**src/design/pfc_pkg.sv**
```systemverilog
// Shared constants, codes and types for the piecewise-linear fan curve.
// No dependencies; used by pfc_div, piecewise_linear_fan_curve, pfc_checker and tb.
package pfc_pkg;

	localparam int MAX_POINTS_DEF = 32;

	localparam int FUNC_W  = 2;
	localparam int TEMP_W  = 8;
	localparam int SPEED_W = 8;
	localparam int STAT_W  = 2;

	// (2*|num| + den) fits one bit above the product; divisor is 2*den
	localparam int MAG_W = SPEED_W + TEMP_W;
	localparam int DVD_W = MAG_W + 1;
	localparam int DVS_W = TEMP_W + 1;

	localparam logic [FUNC_W-1:0] FUNC_CLEAR  = 2'd0;
	localparam logic [FUNC_W-1:0] FUNC_APPEND = 2'd1;
	localparam logic [FUNC_W-1:0] FUNC_QUERY  = 2'd2;

	localparam logic [STAT_W-1:0] STAT_OK    = 2'd0;
	localparam logic [STAT_W-1:0] STAT_FULL  = 2'd1;
	localparam logic [STAT_W-1:0] STAT_EMPTY = 2'd2;

	typedef struct packed {
		logic [SPEED_W-1:0] speed;
		logic [TEMP_W-1:0]  temp;
	} point_t;

endpackage

```
**src/design/pfc_div.sv**
```systemverilog
// Restoring unsigned divider, one quotient bit per cycle.
// Depends on pfc_pkg for default widths.
module pfc_div #(
	parameter int DVD_W = pfc_pkg::DVD_W,
	parameter int DVS_W = pfc_pkg::DVS_W
) (
	input  logic             clk,
	input  logic             arst_n,
	input  logic             start,
	input  logic [DVD_W-1:0] dividend,
	input  logic [DVS_W-1:0] divisor,
	output logic             done,
	output logic [DVD_W-1:0] quotient
);

	localparam int CNT_W = $clog2(DVD_W + 1);

	logic [DVS_W-1:0] rem_q;
	logic [DVD_W-1:0] quo_q;
	logic [DVS_W-1:0] dvs_q;
	logic [CNT_W-1:0] cnt_q;
	logic             busy_q;
	logic             done_q;

	logic [DVS_W:0]   trial;
	logic [DVS_W:0]   diff;
	logic             ge;

	assign trial = {rem_q, quo_q[DVD_W-1]};
	assign diff  = trial - {1'b0, dvs_q};
	assign ge    = trial >= {1'b0, dvs_q};

	always_ff @(posedge clk or negedge arst_n) begin
		if (!arst_n) begin
			busy_q <= 1'b0;
			done_q <= 1'b0;
			cnt_q  <= '0;
		end else begin
			done_q <= 1'b0;
			if (start) begin
				busy_q <= 1'b1;
				cnt_q  <= CNT_W'(DVD_W);
			end else if (busy_q) begin
				cnt_q <= cnt_q - 1'b1;
				if (cnt_q == CNT_W'(1)) begin
					busy_q <= 1'b0;
					done_q <= 1'b1;
				end
			end
		end
	end

	always_ff @(posedge clk) begin
		if (start) begin
			rem_q <= '0;
			quo_q <= dividend;
			dvs_q <= divisor;
		end else if (busy_q) begin
			rem_q <= ge ? diff[DVS_W-1:0] : trial[DVS_W-1:0];
			quo_q <= {quo_q[DVD_W-2:0], ge};
		end
	end

	assign done     = done_q;
	assign quotient = quo_q;

endmodule

```
**src/design/piecewise_linear_fan_curve.sv**
```systemverilog
// Piecewise-linear fan curve: key point store, list scan and rounded interpolation.
// Depends on pfc_pkg (codes, widths, point type) and pfc_div (serial divider).
//
//  channel  | dir | tdata                         | tuser
//  ---------+-----+-------------------------------+-------------
//  s_axis   | in  | [7:0] temperature, [15:8] speed | [1:0] func
//  m_axis   | out | [7:0] fan_speed                 | [1:0] status
//
// Clear, append, unused codes and empty-list queries go from accept straight
// to the respond step. A query over N stored points does one point memory
// read per cycle during the scan, then a multiply step and the bit-serial
// divider (one bit of the 17-bit dividend a cycle). arst_n clears the point
// count and the sequencer; the point memory is not cleared and is only read
// below the count. s_axis_tready is high only while the sequencer is idle;
// a result waits in the output register while the next beat is taken, and a
// stalled m_axis holds the sequencer in its respond step.
module piecewise_linear_fan_curve #(
	parameter int MAX_POINTS = pfc_pkg::MAX_POINTS_DEF
) (
	input  logic        clk,
	input  logic        arst_n,
	input  logic        s_axis_tvalid,
	output logic        s_axis_tready,
	input  logic [15:0] s_axis_tdata,   // [7:0] temperature, [15:8] speed
	input  logic [1:0]  s_axis_tuser,   // [1:0] func
	output logic        m_axis_tvalid,
	input  logic        m_axis_tready,
	output logic [7:0]  m_axis_tdata,   // [7:0] fan_speed
	output logic [1:0]  m_axis_tuser    // [1:0] status
);

	localparam int IW      = $clog2(MAX_POINTS);
	localparam int CW      = $clog2(MAX_POINTS + 1);
	localparam int TEMP_W  = pfc_pkg::TEMP_W;
	localparam int SPEED_W = pfc_pkg::SPEED_W;
	localparam int MAG_W   = pfc_pkg::MAG_W;
	localparam int DVD_W   = pfc_pkg::DVD_W;
	localparam int DVS_W   = pfc_pkg::DVS_W;

	// sequencer states
	localparam logic [2:0] S_IDLE   = 3'd0;
	localparam logic [2:0] S_SCAN   = 3'd1;
	localparam logic [2:0] S_MUL    = 3'd2;
	localparam logic [2:0] S_DSTART = 3'd3;
	localparam logic [2:0] S_DWAIT  = 3'd4;
	localparam logic [2:0] S_RESP   = 3'd5;

	// point store, one entry per key point
	pfc_pkg::point_t pt_mem [MAX_POINTS];

	logic [2:0]                  state_q;
	logic [CW-1:0]               cnt_q;
	logic [TEMP_W-1:0]           temp_q;
	logic [CW-1:0]               scan_idx_q;
	logic                        rd_vld_q;
	logic                        rd_first_q;
	logic                        rd_last_q;
	pfc_pkg::point_t             rd_pt_q;
	pfc_pkg::point_t             prev_pt_q;
	logic [SPEED_W-1:0]          s1_q;
	logic [TEMP_W-1:0]           den_q;
	logic [TEMP_W-1:0]           dt_q;
	logic [SPEED_W-1:0]          ds_q;
	logic                        neg_q;
	logic [MAG_W-1:0]            mag_q;
	logic [SPEED_W-1:0]          res_speed_q;
	logic [pfc_pkg::STAT_W-1:0]  res_status_q;
	logic                        m_vld_q;
	logic [SPEED_W-1:0]          m_speed_q;
	logic [pfc_pkg::STAT_W-1:0]  m_status_q;

	logic [pfc_pkg::FUNC_W-1:0]  in_func;
	logic [TEMP_W-1:0]           in_temp;
	logic [SPEED_W-1:0]          in_speed;
	logic                        acc;
	logic                        has_room;
	logic                        issue;
	logic                        hit;
	logic                        div_start;
	logic                        div_done;
	logic [DVD_W-1:0]            div_dvd;
	logic [DVS_W-1:0]            div_dvs;
	logic [DVD_W-1:0]            div_quo;
	logic [SPEED_W-1:0]          q_off;

	assign in_func  = s_axis_tuser;
	assign in_temp  = s_axis_tdata[7:0];
	assign in_speed = s_axis_tdata[15:8];

	assign s_axis_tready = (state_q == S_IDLE);
	assign acc           = s_axis_tvalid && s_axis_tready;
	assign has_room      = cnt_q < CW'(MAX_POINTS);

	// issue one memory read per cycle until every stored point is requested
	assign issue = (state_q == S_SCAN) && (scan_idx_q < cnt_q);
	// first point at or above the queried temperature ends the scan
	assign hit   = temp_q <= rd_pt_q.temp;

	// offset = floor((2*mag + den) / (2*den)), i.e. round half away from zero
	assign div_start = (state_q == S_DSTART);
	assign div_dvd   = {mag_q, 1'b0} + DVD_W'(den_q);
	assign div_dvs   = {den_q, 1'b0};
	assign q_off     = div_quo[SPEED_W-1:0];

	pfc_div #(
		.DVD_W(DVD_W),
		.DVS_W(DVS_W)
	) u_div (
		.clk      (clk),
		.arst_n   (arst_n),
		.start    (div_start),
		.dividend (div_dvd),
		.divisor  (div_dvs),
		.done     (div_done),
		.quotient (div_quo)
	);

	// point memory: append writes at the fill count, the scan reads in order
	always_ff @(posedge clk) begin
		if (acc && in_func == pfc_pkg::FUNC_APPEND && has_room) begin
			pt_mem[cnt_q[IW-1:0]] <= '{speed: in_speed, temp: in_temp};
		end
		if (issue) begin
			rd_pt_q <= pt_mem[scan_idx_q[IW-1:0]];
		end
	end

	always_ff @(posedge clk or negedge arst_n) begin
		if (!arst_n) begin
			state_q      <= S_IDLE;
			cnt_q        <= '0;
			m_vld_q      <= 1'b0;
			rd_vld_q     <= 1'b0;
			rd_first_q   <= 1'b0;
			rd_last_q    <= 1'b0;
			scan_idx_q   <= '0;
		end else begin
			// drop the output beat once taken; the respond step refills it itself
			if (m_vld_q && m_axis_tready && state_q != S_RESP) begin
				m_vld_q <= 1'b0;
			end
			case (state_q)
				S_IDLE: begin
					if (acc) begin
						temp_q       <= in_temp;
						res_speed_q  <= '0;
						res_status_q <= pfc_pkg::STAT_OK;
						rd_vld_q     <= 1'b0;
						scan_idx_q   <= '0;
						state_q      <= S_RESP;
						case (in_func)
							pfc_pkg::FUNC_CLEAR: begin
								cnt_q <= '0;
							end
							pfc_pkg::FUNC_APPEND: begin
								if (has_room) begin
									cnt_q <= cnt_q + 1'b1;
								end else begin
									res_status_q <= pfc_pkg::STAT_FULL;
								end
							end
							pfc_pkg::FUNC_QUERY: begin
								if (cnt_q == '0) begin
									res_status_q <= pfc_pkg::STAT_EMPTY;
								end else begin
									state_q <= S_SCAN;
								end
							end
							default: begin
								// unused code: answer zero, change nothing
							end
						endcase
					end
				end
				S_SCAN: begin
					if (issue) begin
						scan_idx_q <= scan_idx_q + 1'b1;
					end
					rd_vld_q   <= issue;
					rd_first_q <= (scan_idx_q == '0);
					rd_last_q  <= (scan_idx_q == cnt_q - 1'b1);
					if (rd_vld_q) begin
						if (hit) begin
							if (rd_first_q) begin
								// at or below the first point: its speed
								res_speed_q <= rd_pt_q.speed;
								state_q     <= S_RESP;
							end else begin
								// above the previous point, at or below this one
								s1_q    <= prev_pt_q.speed;
								den_q   <= rd_pt_q.temp - prev_pt_q.temp;
								dt_q    <= temp_q - prev_pt_q.temp;
								neg_q   <= rd_pt_q.speed < prev_pt_q.speed;
								ds_q    <= (rd_pt_q.speed < prev_pt_q.speed) ?
								           (prev_pt_q.speed - rd_pt_q.speed) :
								           (rd_pt_q.speed - prev_pt_q.speed);
								state_q <= S_MUL;
							end
						end else begin
							prev_pt_q <= rd_pt_q;
							if (rd_last_q) begin
								// past the last point: hold its speed
								res_speed_q <= rd_pt_q.speed;
								state_q     <= S_RESP;
							end
						end
					end
				end
				S_MUL: begin
					mag_q   <= MAG_W'(ds_q) * MAG_W'(dt_q);
					state_q <= S_DSTART;
				end
				S_DSTART: begin
					state_q <= S_DWAIT;
				end
				S_DWAIT: begin
					if (div_done) begin
						res_speed_q <= neg_q ? (s1_q - q_off) : (s1_q + q_off);
						state_q     <= S_RESP;
					end
				end
				S_RESP: begin
					if (!m_vld_q || m_axis_tready) begin
						m_vld_q    <= 1'b1;
						m_speed_q  <= res_speed_q;
						m_status_q <= res_status_q;
						state_q    <= S_IDLE;
					end
				end
				default: begin
					state_q <= S_IDLE;
				end
			endcase
		end
	end

	assign m_axis_tvalid = m_vld_q;
	assign m_axis_tdata  = m_speed_q;
	assign m_axis_tuser  = m_status_q;

	a_cnt_bound: assert property (@(posedge clk) disable iff (!arst_n)
		cnt_q <= CW'(MAX_POINTS))
		else $error("point count above capacity");

	a_div_in_wait: assert property (@(posedge clk) disable iff (!arst_n)
		div_done |-> state_q == S_DWAIT)
		else $error("divider finished outside its wait step");

	a_quo_bound: assert property (@(posedge clk) disable iff (!arst_n)
		(div_done && state_q == S_DWAIT) |-> div_quo <= DVD_W'(ds_q))
		else $error("interpolation offset beyond the speed span");

	a_empty_query: assert property (@(posedge clk) disable iff (!arst_n)
		(acc && in_func == pfc_pkg::FUNC_QUERY && cnt_q == '0) |=>
		(state_q == S_RESP && res_status_q == pfc_pkg::STAT_EMPTY))
		else $error("empty-list query not flagged");

	a_full_drop: assert property (@(posedge clk) disable iff (!arst_n)
		(acc && in_func == pfc_pkg::FUNC_APPEND && !has_room) |=>
		($stable(cnt_q) && res_status_q == pfc_pkg::STAT_FULL))
		else $error("append on full list changed the list");

endmodule

```
**config.mk**
```make
export PLATFORM = sky130hd
export DESIGN_NAME = piecewise_linear_fan_curve
export DESIGN_NICKNAME = d
export VERILOG_FILES = /design/src/design/pfc_pkg.sv /design/src/design/pfc_div.sv /design/src/design/piecewise_linear_fan_curve.sv
export SDC_FILE = /design/constraint.sdc
export NUM_CORES = 1
export LEC_CHECK = 0
export BUFFER_PORTS_ARGS = -buffer_cell sky130_fd_sc_hd__buf_2
export CAP_MARGIN = 20
export CORE_MARGIN = 3
export CORE_UTILIZATION = 53
export DETAILED_ROUTE_END_ITERATION = 7
export PLACE_DENSITY = 0.69
export SKIP_LAST_GASP = 1
export SYNTH_ARGS = -nofsm -noshare
export SYNTH_HDL_FRONTEND = slang
export SYNTH_SLANG_ARGS = --single-unit
export TNS_END_PERCENT = 10
```
**constraint.sdc**
```tcl
create_clock -name clk -period 4.8 [get_ports clk]
set_input_delay 0.48 -clock clk [delete_from_list [all_inputs] [get_ports clk]]
set_output_delay 0.48 -clock clk [all_outputs]
set_load 0.02 [all_outputs]
```
# Word level (Yosys, flattened, before mapping)
# Memory sizes are Yosys's and may differ from the RTL's. A register that Yosys moved wholly into a read port is not among the register bits.
# Cells that the tools add are included.
[op_classes]
n_addsub = 12
n_mul = 1
div_mod_pow = 0
order_cmp = 5
eq_ne = 18
shifts = 0
muxes = 45
bitwise = 2
n_reduce_logical = 26
[ops]
columns = ["operator", "count"]
rows = [
  ["8-bit 2-to-1 mux", 8],
  ["8-bit subtractor", 5],
  ["17-bit 2-to-1 mux", 2],
  ["3-bit 2-to-1 mux", 9],
  ["6-bit one-hot mux with 2 select lines", 2],
  ["8-bit one-hot mux with 3 select lines", 1],
  ["6-bit 2-to-1 mux", 3],
  ["3-bit one-hot mux with 6 select lines", 1],
  ["17-bit by 8-bit adder with 17-bit output", 1],
  ["8-bit by 8-bit multiplier with 16-bit output", 1],
  ["1-bit 2-to-1 mux", 13],
  ["6-bit by 1-bit adder with 6-bit output, second input constant", 2],
  ["6-bit logical NOT", 2],
  ["10-bit by 9-bit >= comparator with 1-bit output", 1],
  ["5-bit 2-to-1 mux", 2],
  ["5-bit AND reduction", 2],
  ["9-bit 2-to-1 mux", 1],
  ["3-bit != test, second input constant", 3],
  ["3-bit AND reduction", 3],
  ["9-bit subtractor", 1],
  ["8-bit adder", 1],
  ["8-bit <= comparator", 1],
  ["8-bit less-than comparator", 1],
  ["2-bit != test, second input constant", 4],
  ["26 further kinds", 39],
]
[totals]
reg_bits = 153
latch_bits = 0
ram_bits = 512
romBits = 0
input_bits = 22
out_inout_bits = 12
elab_cells = 136
memories = 1
[memory_table]
columns = ["memory", "words", "width", "rd", "rd_ports_with_merged_regs", "write_ports", "line", "source"]
rows = [
  ["pt_mem", 32, 16, 1, 1, 1, "piecewise_linear_fan_curve.sv:49", "pfc_pkg::point_t pt_mem [MAX_POINTS];"],
]

# Logic depth before layout (Yosys ltp)
[depth]
ltp_word = 6
ltp_mapped = 16
mapped_depth_nobuf = 16

# Modules after synthesis
# Synthesis repeated with hierarchy kept, for this count alone.
[hier_totals]
cells_unflattened = 1799
area_unflattened_um2 = 30887.1
[by_module_without_submodules]
columns = ["module", "instances", "cells_each", "area_per_inst_um2", "seq_area_each_um2"]
rows = [
  ["piecewise_linear_fan_curve", 1, 1622, 28705.0, 19123.3],
  ["pfc_div", 1, 177, 2182.1, 1136.1],
]

# Least setup slack after synthesis
# OpenSTA, ideal clock, no wires.
[synth_timing]
path_kind = "reg2reg"
start = "register ds_q[3]"
end = "register mag_q[15], data pin"
setup_time_ns = 0.262
t_arrival_ns = 3.923
required_time_ns = 4.538
setup_slack_ns = 0.615
stages_incl_launch_ff = 15
n_path_buf = 0
path_cell_list = "edfxtp_1 and2_1 fa_1 fa_1 inv_1 fa_1 fa_1 inv_1 ha_1 o21a_1 o31a_1 o41ai_1 o21ai_0 o31ai_1 xnor2_1"
[synth_between]
elab_chain_len = 1
[synth_rtl]
columns = ["element", "line", "source"]
rows = [
  ["start, declared", "piecewise_linear_fan_curve.sv:63", "logic [SPEED_W-1:0] ds_q;"],
  ["start signal, assigned", "piecewise_linear_fan_curve.sv:194", "ds_q <= (rd_pt_q.speed < prev_pt_q.speed) ?"],
  ["8-bit by 8-bit multiplier with 16-bit output", "piecewise_linear_fan_curve.sv:210", "mag_q <= MAG_W'(ds_q) * MAG_W'(dt_q);"],
  ["end signal, assigned", "piecewise_linear_fan_curve.sv:210", ""],
  ["end, declared", "piecewise_linear_fan_curve.sv:65", "logic [MAG_W-1:0] mag_q;"],
]
# No other way between the ends.
# A chain may end at the register's enable or synchronous reset.

# Worst setup path in the final report
[layout_timing]
start = "register ds_q[7]"
end = "register mag_q[15], data pin"
# The elaborated chain is that of the path after synthesis.

==> out/metrics.cfg <==
[clock_tree]
clock_sinks = 681
cts_setup_buffers = 0
cts_tree = yes
cts.clk_slew.worst_paths_ns = 0.06
worstSkewPairLatency_ns = 0.62
cts.path.max_buffers = 3
cts_root_buf = clkbuf_16
htree_num_levels = 3
numCtsBuffers = 70

[worst_setup_path]
cp.arrival_ns = 4.84
criticalPathCategory = reg2reg
crit_path_start_kind = register
r2r_slack_ns = 0.31
path_max_fanout = 8
crit_required_ns = 5.15
crit_path_end_kind = register

[sta]
setup_viol = 0
drv_slew = 0
post-route-min-period_ns = 4.49
rsz0062_at_grt = no
max_freq_mhz = 223
setup-tns-final_ns = 0
worst_clock_skew_ns = 0.0368
hold_viol_final = 0
final.setup.worst_slack_ns = 0.310
post-route-period-util = 0.935
worst_pin_slew_ns = 0.994
relSlewSlack = 0.337

[synth]
yosysTopAreaCell = edfxtp_1
synth-seq-area-share = 0.660
synth_area_leaders = edfxtp_1, mux4_2, ha_1
synthFlopType = edfxtp_1
synth_top_area_frac = 0.633
async_flop_share = 0.0382
synth_warnings = 0
avgSynthCellArea_um2 = 17.2
synth_cells = 1785
synth.cell_area_um2 = 30700
netlist-cell-type-count = 65
syn-num-nets = 1963
synth_edf_count = 646
synth-seq-cells = 681

[pwr]
clock_power_share = 0.260
seqPwrFrac = 0.390
pwr-share-comb = 0.349
power_mw = 20.2
power.switching_mw = 6.56
intPower_mw = 13.7
leakagePower_nw = 12.0
switching_share = 0.324
vdd_drop_max_uv = 447
p_per_area_nw_per_um2 = 592

[floorplanning]
dieHeight_um = 247
coreArea_um2 = 56800
start_util = 0.540
die_x_um = 247
ios = 34
die-area_um2 = 60800
rows = 87

[drt]
dr_total_vias = 15700
drc = 0
vias_per_cell = 5.82
dr.pass1.iters = 5
drt_iter0_markers = 1403
wirelength_mm = 63.5
ant_nets = 0
wl_per_cell_um = 23.6

[layout]
drive_gt1_frac = 0.194
layout.core_utilization = 0.601
area_delta_synth_final_pct = 11.4
fillCellCount = 4153
nNetsFinal = 2060

[placed_design]
pre_cts_ws_ns = 0.210
routabilityCongestion = 0.836
dp_hpwl_mm = 40.5
port_buffers = 33

[global_route]
grt_max_degree = 62
grt_pass1_wl_mm = 98.4
grt_pass1_vias = 16300
grt_util_all_layers = 0.218
overflow = 0
antenna_found_initial = 8

[worst_hold_path]
hp-class = in2reg

[status]
status = finished, final reports clean

[job]
cap_violations = 0

==> worst paths after layout <==
check | from | end | cells past startpoint
setup / recovery | ds_q[7] | mag_q[15] | 14
hold / removal | m_axis_tready | m_axis_tvalid | 3
setup reg to reg | ds_q[7] | mag_q[15] | 14
hold reg to reg | res_speed_q[3] | m_axis_tdata[3] | 0
max in group asynchronous | arst_n | scan_idx_q[1] | 2
min in group asynchronous | arst_n | cnt_q[3] | 2
==> state kept, by name (all words and copies together), names as in the netlist, 9 cells and up <==
register        cells
mag_q              16
prev_pt_q          16
pt_mem            512
rd_pt_q            16
u_div.quotient     17
u_div.rem_q         9
==> worst max-delay path, stage by stage (launching register included) <==
cell and delay (ns):
edfxtp_1 0.49, and2_1 0.23, fa_1 0.53, fa_1 0.52
fa_1 0.49, inv_1 0.05, fa_1 0.48, inv_1 0.05
ha_1 0.31, nor2_1 0.08, nor3b_1 0.32, o41ai_2 0.15
o21ai_0 0.27, o31ai_1 0.12, xnor2_1 0.14
==> stage by stage <==
stage	area, um2	hold WS, ns	cells
4_1_cts	34100	0.217	2686
3_5_place_dp	31900	0.405	2564
6_report	34200	0.261	2691
3_3_place_gp	31900	0.404	2564
2_1_floorplan	30700	0.184	1785
5_1_grt	34200	0.260	2687
==> layout by cell type (no fill, tap or decap), drive strengths merged, types with 4 or more instances in the layout <==
cell	Yosys	layout
nand3	20	20
a21oi	36	36
o41ai	4	4
and2	59	59
inv	133	135
xor2	19	19
o31ai	6	6
buf	28	83
xnor2	57	57
fa	43	43
nor3b	9	9
a211oi	5	5
nand2	64	64
a21boi	6	6
mux4	160	160
and3	7	7
mux2i	15	15
o21a	7	7
clkbuf	31	89
diode	0	4
clkinv	2	25
o21bai	6	6
nor2	77	77
edfxtp	646	646
nor3	20	20
o21ai	53	53
ha	113	113
nand2b	16	16
nand4	6	6
a31oi	7	7
mux2	18	18
dfrtp	26	26
nor2b	14	14
o22ai	7	7
bufinv	0	4
a21o	15	15
dfxtp	9	9
==> routing by layer <==
metal,up-vias,GRT usage,share of wire
met5,-,0,0.00071
met4,6,0.0601,0.025
met3,111,0.0458,0.062
met2,458,0.361,0.50
met1,8041,0.297,0.41
li1,7056,-,-
==> Yosys cell counts, drive strengths merged, types with 3 or more instances <==
cell type and number:
mux4 160, nand2b 16, nand3 20, mux2i 15, o21a 7, clkbuf 31, nand2 64, o22ai 7
edfxtp 646, a21o 15, xnor2 57, xor2 19, a31oi 7, nor3 20, and3 7, nand3b 3
nand4b 3, mux2 18, inv 133, a21oi 36, o31ai 6, ha 113, buf 28, nor2 77
a211oi 5, o21bai 6, nand4 6, nor4 3, a21boi 6, dfrtp 26, or3 3, dfxtp 9
o21ai 53, and2 59, o41ai 4, nor3b 9, nor2b 14, fa 43
==> what timing repair did <==
item                                    4_1_cts  5_1_grt
endpoints found under the setup margin        0        1
resized for setup                             0        1
hold buffers                                  1        0
hold endpoints to repair                     26        0
==> area by class of cell <==
type | count | area [um2] | share of cell area
sequential | 681 | 20200 | 0.592
multi-input combinational | 910 | 9660 | 0.283
clock buffer | 89 | 1910 | 0.0558
tap | 756 | 946 | 0.0277
timing repair buffer | 84 | 579 | 0.0170
inverter | 135 | 507 | 0.0148
clock inverter | 32 | 320 | 0.00937
antenna | 4 | 10.0 | 0.000293
==> power groups by stage <==
stage	registers (mW)	logic, mW	clock network (mW)
after floorplan	7.67	5.56	0
after detailed placement	8.03	7.07	0
after global placement	8.01	6.92	0
after global routing	7.98	7.87	5.61
final	7.90	7.07	5.27
after CTS	7.90	7.12	5.38
==> cell families (layout without fill, tap and decap cells) <==
| kind of cell | Yosys count | in the layout | share of synthesized area |
|---|---|---|---|
| and+or+nand+nor | 311 | 311 | 0.0519 |
| other | 0 | 4 | 0 |
| DFF | 681 | 681 | 0.660 |
| buffers and inverters | 194 | 340 | 0.0265 |
| adders and majority gates | 156 | 156 | 0.0742 |
| xor gates and xnor gates | 76 | 76 | 0.0217 |
| AOI/OAI and AO/OA | 174 | 174 | 0.0370 |
| muxes | 193 | 193 | 0.129 |
No activity file was read; power rests on OpenSTA's default activity.
